===== config.mk =====
export PLATFORM = sky130hd
export DESIGN_NAME = adc_round_robin_channel_fifos_top
export DESIGN_NICKNAME = d
export VERILOG_FILES = /design/src/hdl/adcrr_pkg.sv /design/src/hdl/adcrr_ram.sv /design/src/hdl/adcrr_front.sv /design/src/hdl/adcrr_back.sv /design/src/hdl/adc_round_robin_channel_fifos_top.sv
export SDC_FILE = /design/constraint.sdc
export NUM_CORES = 2
export LEC_CHECK = 0
export ABC_CLOCK_PERIOD_IN_PS = 10900
export BUFFER_PORTS_ARGS = -buffer_cell sky130_fd_sc_hd__clkbuf_2
export CAP_MARGIN = 10
export CORE_MARGIN = 5
export CORE_UTILIZATION = 50
export CTS_CLUSTER_SIZE = 30
export DETAILED_ROUTE_END_ITERATION = 8
export PLACE_DENSITY = 0.66
export SYNTH_ARGS = -nofsm -noshare
export SYNTH_HDL_FRONTEND = slang
export SYNTH_SLANG_ARGS = --single-unit

===== constraint.sdc =====
create_clock -name clk -period 10.9 [get_ports clk]
set_input_delay 1.09 -clock clk [delete_from_list [all_inputs] [get_ports clk]]
set_output_delay 1.09 -clock clk [all_outputs]
set_load 0.03 [all_outputs]

===== src/hdl/adcrr_pkg.sv =====
// shared constants, codes and types of the adc round-robin channel fifos
package adcrr_pkg;

  localparam int NUM_CHANNELS  = 16;
  localparam int FIFO_DEPTH    = 4;
  localparam int SAMPLE_BITS   = 10;

  localparam int CH_W          = 4;
  localparam int PTR_W         = (FIFO_DEPTH > 1) ? $clog2(FIFO_DEPTH) : 1;
  localparam int FILL_W        = $clog2(FIFO_DEPTH + 1);
  localparam int RAM_DEPTH     = NUM_CHANNELS * FIFO_DEPTH;
  localparam int RAM_AW        = $clog2(RAM_DEPTH);
  localparam int SCHED_ENTRIES = 16;
  localparam int LEN_W         = 5;
  localparam int TABLE_W       = SCHED_ENTRIES * CH_W;
  localparam int DROP_W        = 16;
  localparam int TOTAL_W       = 32;
  localparam int REQ_W         = 2;
  localparam int CFG_IDX_W     = 1;

  localparam logic [REQ_W-1:0] REQ_TICK   = 2'd0;
  localparam logic [REQ_W-1:0] REQ_SAMPLE = 2'd1;
  localparam logic [REQ_W-1:0] REQ_POP    = 2'd2;
  localparam logic [REQ_W-1:0] REQ_ENABLE = 2'd3;

  localparam logic [CFG_IDX_W-1:0] CFG_SCHED_LEN   = 1'd0;
  localparam logic [CFG_IDX_W-1:0] CFG_SCHED_TABLE = 1'd1;

  // decoded request as it sits in the command queue
  typedef struct packed {
    logic                   tick;
    logic                   sample;
    logic                   pop;
    logic                   setena;
    logic [CH_W-1:0]        ch;
    logic [SAMPLE_BITS-1:0] value;
    logic                   en;
  } cmd_t;

  // one result word
  typedef struct packed {
    logic [CH_W-1:0]        selected_channel;
    logic                   start_conversion;
    logic [CH_W-1:0]        sample_channel;
    logic                   pop_valid;
    logic [SAMPLE_BITS-1:0] pop_data;
    logic [DROP_W-1:0]      drop_count;
    logic [TOTAL_W-1:0]     tick_total;
    logic [TOTAL_W-1:0]     sample_total;
  } res_t;

endpackage


===== src/hdl/adcrr_ram.sv =====
// generic single-write, single-read ram with registered read data
module adcrr_ram #(
  parameter int WIDTH = 8,
  parameter int DEPTH = 16
) (
  input  logic                     clk,
  input  logic                     we,
  input  logic [$clog2(DEPTH)-1:0] waddr,
  input  logic [WIDTH-1:0]         wdata,
  input  logic                     re,
  input  logic [$clog2(DEPTH)-1:0] raddr,
  output logic [WIDTH-1:0]         rdata
);

  logic [WIDTH-1:0] mem_r [DEPTH];
  logic [WIDTH-1:0] rdata_r;

  always_ff @(posedge clk) begin
    if (we) begin
      mem_r[waddr] <= wdata;
    end
    if (re) begin
      rdata_r <= mem_r[raddr];
    end
  end

  assign rdata = rdata_r;

endmodule


===== src/hdl/adcrr_front.sv =====
// front end: takes request words, decodes them and queues them for the back end
module adcrr_front import adcrr_pkg::*; (
  input  logic                   clk,
  input  logic                   rst_n,
  input  logic                   in_valid,
  output logic                   in_stall,
  input  logic [REQ_W-1:0]       in_req_type,
  input  logic [CH_W-1:0]        in_channel,
  input  logic [SAMPLE_BITS-1:0] in_sample_value,
  input  logic                   in_enable_flag,
  output logic                   cq_valid,
  output cmd_t                   cq_cmd,
  input  logic                   cq_pop
);

  logic [1:0] cnt_r, cnt_nxt;
  logic       wr_r, wr_nxt;
  logic       rd_r, rd_nxt;
  cmd_t       q_r [2];
  cmd_t       dec;
  logic       push;

  always_comb begin
    dec        = '0;
    dec.ch     = in_channel;
    dec.value  = in_sample_value;
    dec.en     = in_enable_flag;
    unique case (in_req_type)
      REQ_TICK:   dec.tick   = 1'b1;
      REQ_SAMPLE: dec.sample = 1'b1;
      REQ_POP:    dec.pop    = 1'b1;
      REQ_ENABLE: dec.setena = 1'b1;
      default:    dec.tick   = 1'b1;
    endcase
  end

  assign in_stall = (cnt_r == 2'd2);
  assign push     = in_valid && !in_stall;
  assign cq_valid = (cnt_r != 2'd0);
  assign cq_cmd   = q_r[rd_r];

  always_comb begin
    wr_nxt  = push ? ~wr_r : wr_r;
    rd_nxt  = cq_pop ? ~rd_r : rd_r;
    cnt_nxt = cnt_r + {1'b0, push} - {1'b0, cq_pop};
  end

  always_ff @(posedge clk) begin
    if (!rst_n) begin
      cnt_r <= 2'd0;
      wr_r  <= 1'b0;
      rd_r  <= 1'b0;
    end else begin
      cnt_r <= cnt_nxt;
      wr_r  <= wr_nxt;
      rd_r  <= rd_nxt;
    end
  end

  always_ff @(posedge clk) begin
    if (push) begin
      q_r[wr_r] <= dec;
    end
  end

endmodule


===== src/hdl/adcrr_back.sv =====
// back end: schedule, per-channel queues and counters, result registers
module adcrr_back import adcrr_pkg::*; (
  input  logic                 clk,
  input  logic                 rst_n,
  input  logic                 cq_valid,
  input  cmd_t                 cq_cmd,
  output logic                 cq_pop,
  input  logic                 cfg_valid,
  output logic                 cfg_ready,
  input  logic [CFG_IDX_W-1:0] cfg_index,
  input  logic [TABLE_W-1:0]   cfg_wdata,
  output logic                 out_valid,
  input  logic                 out_stall,
  output res_t                 out_res
);

  logic [LEN_W-1:0]   sched_len_r;
  logic [TABLE_W-1:0] sched_table_r;
  logic [CH_W-1:0]    sched_entry [SCHED_ENTRIES];

  logic [PTR_W-1:0]   wptr_r [NUM_CHANNELS];
  logic [PTR_W-1:0]   rptr_r [NUM_CHANNELS];
  logic [FILL_W-1:0]  fill_r [NUM_CHANNELS];
  logic [DROP_W-1:0]  drop_r [NUM_CHANNELS];
  logic               ena_r  [NUM_CHANNELS];

  logic [CH_W-1:0]    pos_r, pos_nxt;
  logic [CH_W-1:0]    cur_r, cur_nxt;
  logic [TOTAL_W-1:0] ticks_r, ticks_nxt;
  logic [TOTAL_W-1:0] samples_r, samples_nxt;

  logic               pend_valid_r, pend_valid_nxt;
  res_t               pend_r, pend_nxt;
  logic               out_valid_r, out_valid_nxt;
  res_t               out_r, out_nxt;

  logic               pend_move, exec;
  logic [LEN_W-1:0]   len_eff, pos_inc, pos_wrap;
  logic               tick_adv;
  logic [CH_W-1:0]    idx;
  logic               ch_ok;
  logic [PTR_W-1:0]   wp, rp, wp_n, rp_n;
  logic [FILL_W-1:0]  fl, fill_n;
  logic [DROP_W-1:0]  dr;
  logic               en_q;
  logic               can_store, do_drop, do_pop, do_ena, clr_q, wr_ptrs;
  logic [RAM_AW-1:0]  base;
  logic               ram_we, ram_re;
  logic [RAM_AW-1:0]  ram_waddr, ram_raddr;
  logic [SAMPLE_BITS-1:0] ram_rdata;

  function automatic logic [PTR_W-1:0] next_slot(input logic [PTR_W-1:0] p);
    return (p == PTR_W'(FIFO_DEPTH - 1)) ? '0 : p + 1'b1;
  endfunction

  always_comb begin
    for (int i = 0; i < SCHED_ENTRIES; i++) begin
      sched_entry[i] = sched_table_r[i*CH_W +: CH_W];
    end
  end

  // pending stage moves into the output register when that one is free or being taken
  assign pend_move = pend_valid_r && (!out_valid_r || !out_stall);
  assign exec      = cq_valid && (!pend_valid_r || pend_move);
  assign cq_pop    = exec;
  assign cfg_ready = 1'b1;

  always_comb begin
    len_eff  = (sched_len_r > LEN_W'(SCHED_ENTRIES)) ? LEN_W'(SCHED_ENTRIES) : sched_len_r;
    pos_inc  = {1'b0, pos_r} + 1'b1;
    pos_wrap = (pos_inc >= len_eff) ? '0 : pos_inc;
    tick_adv = cq_cmd.tick && (sched_len_r != '0);
    pos_nxt  = tick_adv ? pos_wrap[CH_W-1:0] : pos_r;
    cur_nxt  = tick_adv ? sched_entry[pos_wrap[CH_W-1:0]] : cur_r;
    idx      = (cq_cmd.tick || cq_cmd.sample) ? cur_nxt : cq_cmd.ch;
    ch_ok    = ({1'b0, idx} < (CH_W + 1)'(NUM_CHANNELS));

    wp   = wptr_r[idx];
    rp   = rptr_r[idx];
    fl   = fill_r[idx];
    dr   = drop_r[idx];
    en_q = ena_r[idx];

    can_store = cq_cmd.sample && ch_ok && en_q && (fl < FILL_W'(FIFO_DEPTH));
    do_drop   = cq_cmd.sample && ch_ok && en_q && !(fl < FILL_W'(FIFO_DEPTH));
    do_pop    = cq_cmd.pop && ch_ok && (fl != '0);
    do_ena    = cq_cmd.setena && ch_ok;
    clr_q     = do_ena && !cq_cmd.en;
    wr_ptrs   = can_store || do_pop || clr_q;

    wp_n   = wp;
    rp_n   = rp;
    fill_n = fl;
    if (clr_q) begin
      wp_n   = '0;
      rp_n   = '0;
      fill_n = '0;
    end else if (can_store) begin
      wp_n   = next_slot(wp);
      fill_n = fl + 1'b1;
    end else if (do_pop) begin
      rp_n   = next_slot(rp);
      fill_n = fl - 1'b1;
    end

    base      = RAM_AW'(idx) * RAM_AW'(FIFO_DEPTH);
    ram_we    = exec && can_store;
    ram_re    = exec && do_pop;
    ram_waddr = base + RAM_AW'(wp);
    ram_raddr = base + RAM_AW'(rp);

    ticks_nxt   = cq_cmd.tick ? ticks_r + 1'b1 : ticks_r;
    samples_nxt = cq_cmd.sample ? samples_r + 1'b1 : samples_r;

    pend_nxt                  = '0;
    pend_nxt.selected_channel = cur_nxt;
    pend_nxt.start_conversion = tick_adv;
    pend_nxt.sample_channel   = cq_cmd.sample ? cur_r : '0;
    pend_nxt.pop_valid        = do_pop;
    pend_nxt.drop_count       = !ch_ok ? '0 : (do_drop ? dr + 1'b1 : dr);
    pend_nxt.tick_total       = ticks_nxt;
    pend_nxt.sample_total     = samples_nxt;

    // popped word comes from the ram's read register, loaded along with the pending word
    out_nxt          = pend_r;
    out_nxt.pop_data = pend_r.pop_valid ? ram_rdata : '0;

    pend_valid_nxt = exec || (pend_valid_r && !pend_move);
    out_valid_nxt  = pend_move || (out_valid_r && out_stall);
  end

  always_ff @(posedge clk) begin
    if (!rst_n) begin
      sched_len_r   <= '0;
      sched_table_r <= '0;
    end else if (cfg_valid && cfg_ready) begin
      unique case (cfg_index)
        CFG_SCHED_LEN:   sched_len_r   <= cfg_wdata[LEN_W-1:0];
        CFG_SCHED_TABLE: sched_table_r <= cfg_wdata;
        default:         sched_len_r   <= sched_len_r;
      endcase
    end
  end

  always_ff @(posedge clk) begin
    if (!rst_n) begin
      pos_r        <= '0;
      cur_r        <= '0;
      ticks_r      <= '0;
      samples_r    <= '0;
      pend_valid_r <= 1'b0;
      out_valid_r  <= 1'b0;
      for (int i = 0; i < NUM_CHANNELS; i++) begin
        wptr_r[i] <= '0;
        rptr_r[i] <= '0;
        fill_r[i] <= '0;
        drop_r[i] <= '0;
        ena_r[i]  <= 1'b1;
      end
    end else begin
      pend_valid_r <= pend_valid_nxt;
      out_valid_r  <= out_valid_nxt;
      if (exec) begin
        pos_r     <= pos_nxt;
        cur_r     <= cur_nxt;
        ticks_r   <= ticks_nxt;
        samples_r <= samples_nxt;
        if (wr_ptrs) begin
          wptr_r[idx] <= wp_n;
          rptr_r[idx] <= rp_n;
          fill_r[idx] <= fill_n;
        end
        if (do_drop) begin
          drop_r[idx] <= dr + 1'b1;
        end
        if (do_ena) begin
          ena_r[idx] <= cq_cmd.en;
        end
      end
    end
  end

  always_ff @(posedge clk) begin
    if (exec) begin
      pend_r <= pend_nxt;
    end
    if (pend_move) begin
      out_r <= out_nxt;
    end
  end

  adcrr_ram #(
    .WIDTH (SAMPLE_BITS),
    .DEPTH (RAM_DEPTH)
  ) u_store (
    .clk   (clk),
    .we    (ram_we),
    .waddr (ram_waddr),
    .wdata (cq_cmd.value),
    .re    (ram_re),
    .raddr (ram_raddr),
    .rdata (ram_rdata)
  );

  assign out_valid = out_valid_r;
  assign out_res   = out_r;

  a_pend_hold: assert property (@(posedge clk) disable iff (!rst_n)
    pend_valid_r && !pend_move |=> pend_valid_r)
    else $error("pending word lost while output blocked");

  a_ram_one_port: assert property (@(posedge clk) disable iff (!rst_n)
    !(ram_we && ram_re))
    else $error("store written and read in the same cycle");

  a_fill_bound: assert property (@(posedge clk) disable iff (!rst_n)
    exec |-> fl <= FILL_W'(FIFO_DEPTH))
    else $error("channel fill level above queue depth");

  a_pop_flag: assert property (@(posedge clk) disable iff (!rst_n)
    exec && do_pop |=> pend_valid_r && pend_r.pop_valid)
    else $error("pop result not flagged valid");

endmodule


===== src/hdl/adc_round_robin_channel_fifos_top.sv =====
// top level of the adc round-robin sequencer with per-channel sample queues
//
// request words come in on the in_ channel (valid/stall): a tick steps the
// round-robin schedule and pulses start_conversion, a sample is filed in the
// queue of the selected channel (dropped and counted when that queue is full),
// a pop returns the oldest sample of a named channel, and an enable request
// switches a channel's queue on or off (off also empties it).
// every request gives exactly one result word on the out_ channel.
// the schedule length and table are written on the cfg_ port (index 0 and 1),
// which is always ready; write it only while no request is in flight.
// throughput: one request per cycle while out_stall is low; the per-channel
// read-modify-write of pointers, fill level and drop counter is done in the
// back end, and the popped sample comes from the store ram's registered read.
// a tick with a schedule length of zero neither steps nor starts a conversion.
// a two-word command queue sits between decode and execution, so in_stall
// rises only when that queue is full while the output is held by out_stall.
// reset is synchronous: counters, pointers and schedule position clear and all
// queues come up enabled and empty; store contents are not cleared.
module adc_round_robin_channel_fifos_top import adcrr_pkg::*; (
  input  logic                   clk,
  input  logic                   rst_n,
  input  logic                   in_valid,
  output logic                   in_stall,
  input  logic [REQ_W-1:0]       in_req_type,
  input  logic [CH_W-1:0]        in_channel,
  input  logic [SAMPLE_BITS-1:0] in_sample_value,
  input  logic                   in_enable_flag,
  input  logic                   cfg_valid,
  output logic                   cfg_ready,
  input  logic [CFG_IDX_W-1:0]   cfg_index,
  input  logic [TABLE_W-1:0]     cfg_wdata,
  output logic                   out_valid,
  input  logic                   out_stall,
  output logic [CH_W-1:0]        out_selected_channel,
  output logic                   out_start_conversion,
  output logic [CH_W-1:0]        out_sample_channel,
  output logic                   out_pop_valid,
  output logic [SAMPLE_BITS-1:0] out_pop_data,
  output logic [DROP_W-1:0]      out_drop_count,
  output logic [TOTAL_W-1:0]     out_tick_total,
  output logic [TOTAL_W-1:0]     out_sample_total
);

  logic cq_valid;
  cmd_t cq_cmd;
  logic cq_pop;
  res_t res;

  adcrr_front u_front (
    .clk             (clk),
    .rst_n           (rst_n),
    .in_valid        (in_valid),
    .in_stall        (in_stall),
    .in_req_type     (in_req_type),
    .in_channel      (in_channel),
    .in_sample_value (in_sample_value),
    .in_enable_flag  (in_enable_flag),
    .cq_valid        (cq_valid),
    .cq_cmd          (cq_cmd),
    .cq_pop          (cq_pop)
  );

  adcrr_back u_back (
    .clk       (clk),
    .rst_n     (rst_n),
    .cq_valid  (cq_valid),
    .cq_cmd    (cq_cmd),
    .cq_pop    (cq_pop),
    .cfg_valid (cfg_valid),
    .cfg_ready (cfg_ready),
    .cfg_index (cfg_index),
    .cfg_wdata (cfg_wdata),
    .out_valid (out_valid),
    .out_stall (out_stall),
    .out_res   (res)
  );

  assign out_selected_channel = res.selected_channel;
  assign out_start_conversion = res.start_conversion;
  assign out_sample_channel   = res.sample_channel;
  assign out_pop_valid        = res.pop_valid;
  assign out_pop_data         = res.pop_data;
  assign out_drop_count       = res.drop_count;
  assign out_tick_total       = res.tick_total;
  assign out_sample_total     = res.sample_total;

endmodule


==> results by group <==
Power and ir drop
  – Maximum VDD drop: 239.6 uV
  – Final Power: 16900 uW
  – Static Leakage: 0.02355 uW
  – PwrDens: 255.0 nW/um^2

Placement
  – Post-DP HPWL: 90.83 mm
  – Final GP Congestion: 0.8759
  – Dpl cell area: 61600 sq um
  – Dpl cells: 6203
  – IO buf count: 188

STA
  – Fmax: 119.0 MHz
  – Final Setup Violations: 0
  – Post-layout minimum cycle time: 8401 ps
  – Setup TNS Final: 0 ps
  – Clk_skew: 32.24 ps
  – Fin. max-slew vios: 0
  – Max transition margin: 0.1528
  – Worst Tran Pin Value: 1268 ps
  – Final Hold Fails: 0
  – Period utilization: 0.7707
  – RSZ-0062 raised after global routing: no

Clocking
  – CTS tree: yes
  – Clk root buf: clkbuf_16
  – CTS max path bufs: 3
  – Postcts setup bufs: 0
  – CTS Sinks: 1410
  – Reg clk slew, reported paths: 60 ps
  – Post_cts resized: 0
  – Num CTS Buffers: 147
  – H-tree levels: 4
  – Clock Latency Late Sink: 750 ps
  – Hold buffers post-CTS: 0

Yosys
  – Area share of the largest cell type after synthesis: 0.6353
  – Synthesized net count: 4819
  – Synth top cells by count: 1262 x edfxtp_1, 932 x nand2_1, 475 x nor2_1
  – Post-synthesis async set-or-reset flop share: 0
  – Synth Cell Area: 59650 sq um
  – Post-synthesis sequential area ratio: 0.6849
  – Cells after synthesis: 4718
  – Yosys Warn Count: 0
  – Syn Area/Cell: 12.64 sq um
  – Synth cell types: 103
  – Synth area leader: edfxtp_1
  – Most common flop cell mapped by yosys: edfxtp_1
  – Most common cell in the synthesized netlist: edfxtp_1
  – Area contributors post-synth: edfxtp_1 64%, nand2_1 5.9%, dfxtp_1 5.0%
  – #FFs+latches synth: 1410
  – Post-synth EDFFs: 1262

Die
  – Die Ht: 355.4 um
  – Core ar.: 118200 sq um
  – Area of the die: 126300 sq um
  – Io pins: 190
  – Die width: 355.4 um
  – Row count: 126
  – Initial core utilization: 0.5045

Critical path
  – Crit end category: register
  – CP Class: reg -> reg
  – R2R Path Start: u_back.pos_r[0]
  – Critical Path Source: u_back.pos_r[0]
  – CP cell instances: buf_4, ha_1, xnor2_4, inv_4, ha_1, nand2_1, o21a_2, o21ai_2, nor3_1, a21o_4, o21ai_4, buf_4, mux2i_1, mux2i_1, o31ai_1, or3_1, nor2_1, nand2_1, nand2_1
  – Worst setup path endpoint: u_back.drop_r[12][4]
  – Reg2reg end: u_back.drop_r[12][4]
  – Master of the slowest instance on the critical path: nand2_1
  – Crit Path Max Fanout: 57
  – Worst reg-to-reg path cell count: 19
  – Levels on crit path: 19
  – Slowest stage delay, CP: 820 ps
  – Bufs and invs on worst path: 3
  – Critical path's most frequent cell: nand2_1
  – CP delay by family, top: simple AND/OR/NAND/NOR gates
  – Crit path DAT: 8640 ps
  – Reg2reg setup slack: 2500 ps
  – WP data required: 11130 ps
  – Startpoint types: register

Cells and area
  – Area growth syn-to-layout: 11.10%
  – Nets@finish: 4920
  – Fraction of layout cells with a size suffix above 1: 0.1177
  – Finished Cell Area: 66270 sq um
  – Filler cells: 9570
  – Post-layout util: 0.5605
  – Post-Layout Cell Count: 6476

Global route
  – Initial antenna violation count: 3
  – Largest net degree at the start of global routing: 130
  – Vias in the first global route: 37070
  – Overall routing resource usage: 0.2388
  – Grt ovf: 0
  – First-pass GRT wire length: 231.2 mm

Min path
  – HP Class: reg -> reg

Route
  – DR iter-0 viols: 4193
  – Routed wire length: 153.2 mm
  – Number of remaining DRC errors: 0
  – Via-per-instance ratio: 5.933
  – DR WL/cell: 23.66 um
  – Final ANT Viol Nets: 0
  – DR pass1 iterations: 6
  – Routed vias: 38420

Run
  – MaxCap Viol Count: 0

Status
  – Status: finished clean
-- worst min-delay path by stage --
| stage | from | endpoint | slack, ps | cells after the start |
|---|---|---|---|---|
| after floorplan | u_back.out_nxt[0] | u_back.out_res[0] | 400 | 0 |
| after global placement | u_back.out_nxt[93] | u_back.out_res[93] | 400 | 0 |
| after detailed placement | u_back.out_nxt[19] | u_back.out_res[19] | 400 | 0 |
| after CTS | u_back.out_nxt[61] | u_back.out_res[61] | 420 | 0 |
| after global routing | u_back.out_nxt[28] | u_back.out_res[28] | 420 | 0 |
| final | u_back.out_nxt[91] | u_back.out_res[91] | 410 | 0 |
-- metrics by stage --
| step | hold WS (ps) | worst slack (ps) |
|---|---|---|
| 6_report | 414.7 | 2499 |
| 5_1_grt | 423.0 | 2036 |
| 4_1_cts | 418.1 | 2549 |
| 3_5_place_dp | 404.5 | 2618 |
| 3_3_place_gp | 400.5 | 2819 |
| 2_1_floorplan | 400.3 | 1885 |
-- area by class of cell --
class                      instances  area (sq um)  share of cell area
multi-input combinational       2966         17170              0.2590
inverter                          30         122.6            0.001850
antenna                            3         7.507           0.0001133
tap                             1536          1922             0.02900
sequential                      1410         40860              0.6165
timing repair buffer             264          1551             0.02341
clock buffer                     186          3950             0.05960
clock inverter                    81         694.4             0.01048
-- power breakdown --
| group | internal [uW] | switching (uW) | total (uW) |
|---|---|---|---|
| clock | 2830 | 2040 | 4860 |
| sequential | 6620 | 152 | 6770 |
| combinational | 1320 | 3950 | 5260 |
| total | 10800 | 6140 | 16900 |
-- worst register-to-register path, stage by stage, from the launching register on --
cell     delay (ps)
dfxtp_1         290
buf_4           240
ha_1            340
xnor2_4         370
inv_4           150
ha_1            340
nand2_1         100
o21a_2          250
o21ai_2         500
nor3_1          200
a21o_4          300
o21ai_4         740
buf_4           690
mux2i_1         300
mux2i_1         120
o31ai_1         690
or3_1           610
nor2_1          140
nand2_1         670
nand2_1         830
-- cells by family after synthesis --
| logic type | Yosys count | synth area share |
|---|---|---|
| other cells | 1 | 0.00006286 |
| buf+inv | 342 | 0.02878 |
| flops | 1410 | 0.6849 |
| simple gates | 1995 | 0.1469 |
| fa+ha+maj | 14 | 0.002936 |
| mux | 154 | 0.02712 |
| compound gates | 658 | 0.08633 |
| xor+xnor | 144 | 0.02290 |
-- placed cells by master (no fill, tap or decap), types with 8 or more instances in the layout --
master	count
a21oi_1	29
buf_4	74
mux2_2	21
inv_1	23
and2_1	83
o21ai_0	88
and3_1	44
a31oi_1	43
a31o_1	9
inv_6	8
nand2_1	931
a211oi_1	105
a221oi_1	10
bufinv_16	11
clkinv_2	30
o211a_1	96
a21boi_0	85
nor3_1	28
xnor2_1	87
or4_1	10
a32o_1	11
edfxtp_1	1262
nor2_1	474
clkbuf_2	187
o22ai_1	18
clkbuf_16	151
xor2_1	46
clkinv_1	28
nand4_1	64
nor2b_1	34
clkbuf_1	31
or3_1	30
o21ai_1	20
a32oi_1	69
nand3_1	243
dfxtp_1	148
mux2i_1	129
ha_1	14
-- registers in the layout, indices dropped and copies added (netlist names), 38 cells and up, named ones only --
signal and cells:
u_back.sched_table_r 64, u_back.fill_r 48, u_back.drop_r 256, u_back.u_store.mem_r 640, u_back.out_nxt 90, u_back.out_res 100, u_front.q_r 38
-- routing by layer --
metal / wire length, um / track usage / up-vias
met5: 12 / 0 / -
met4: 4676 / 0.07966 / 2
met3: 12450 / 0.04095 / 295
met2: 71830 / 0.3797 / 1699
met1: 64260 / 0.3374 / 18980
li1: - / - / 17450
Power figures use the tool's default switching activity.
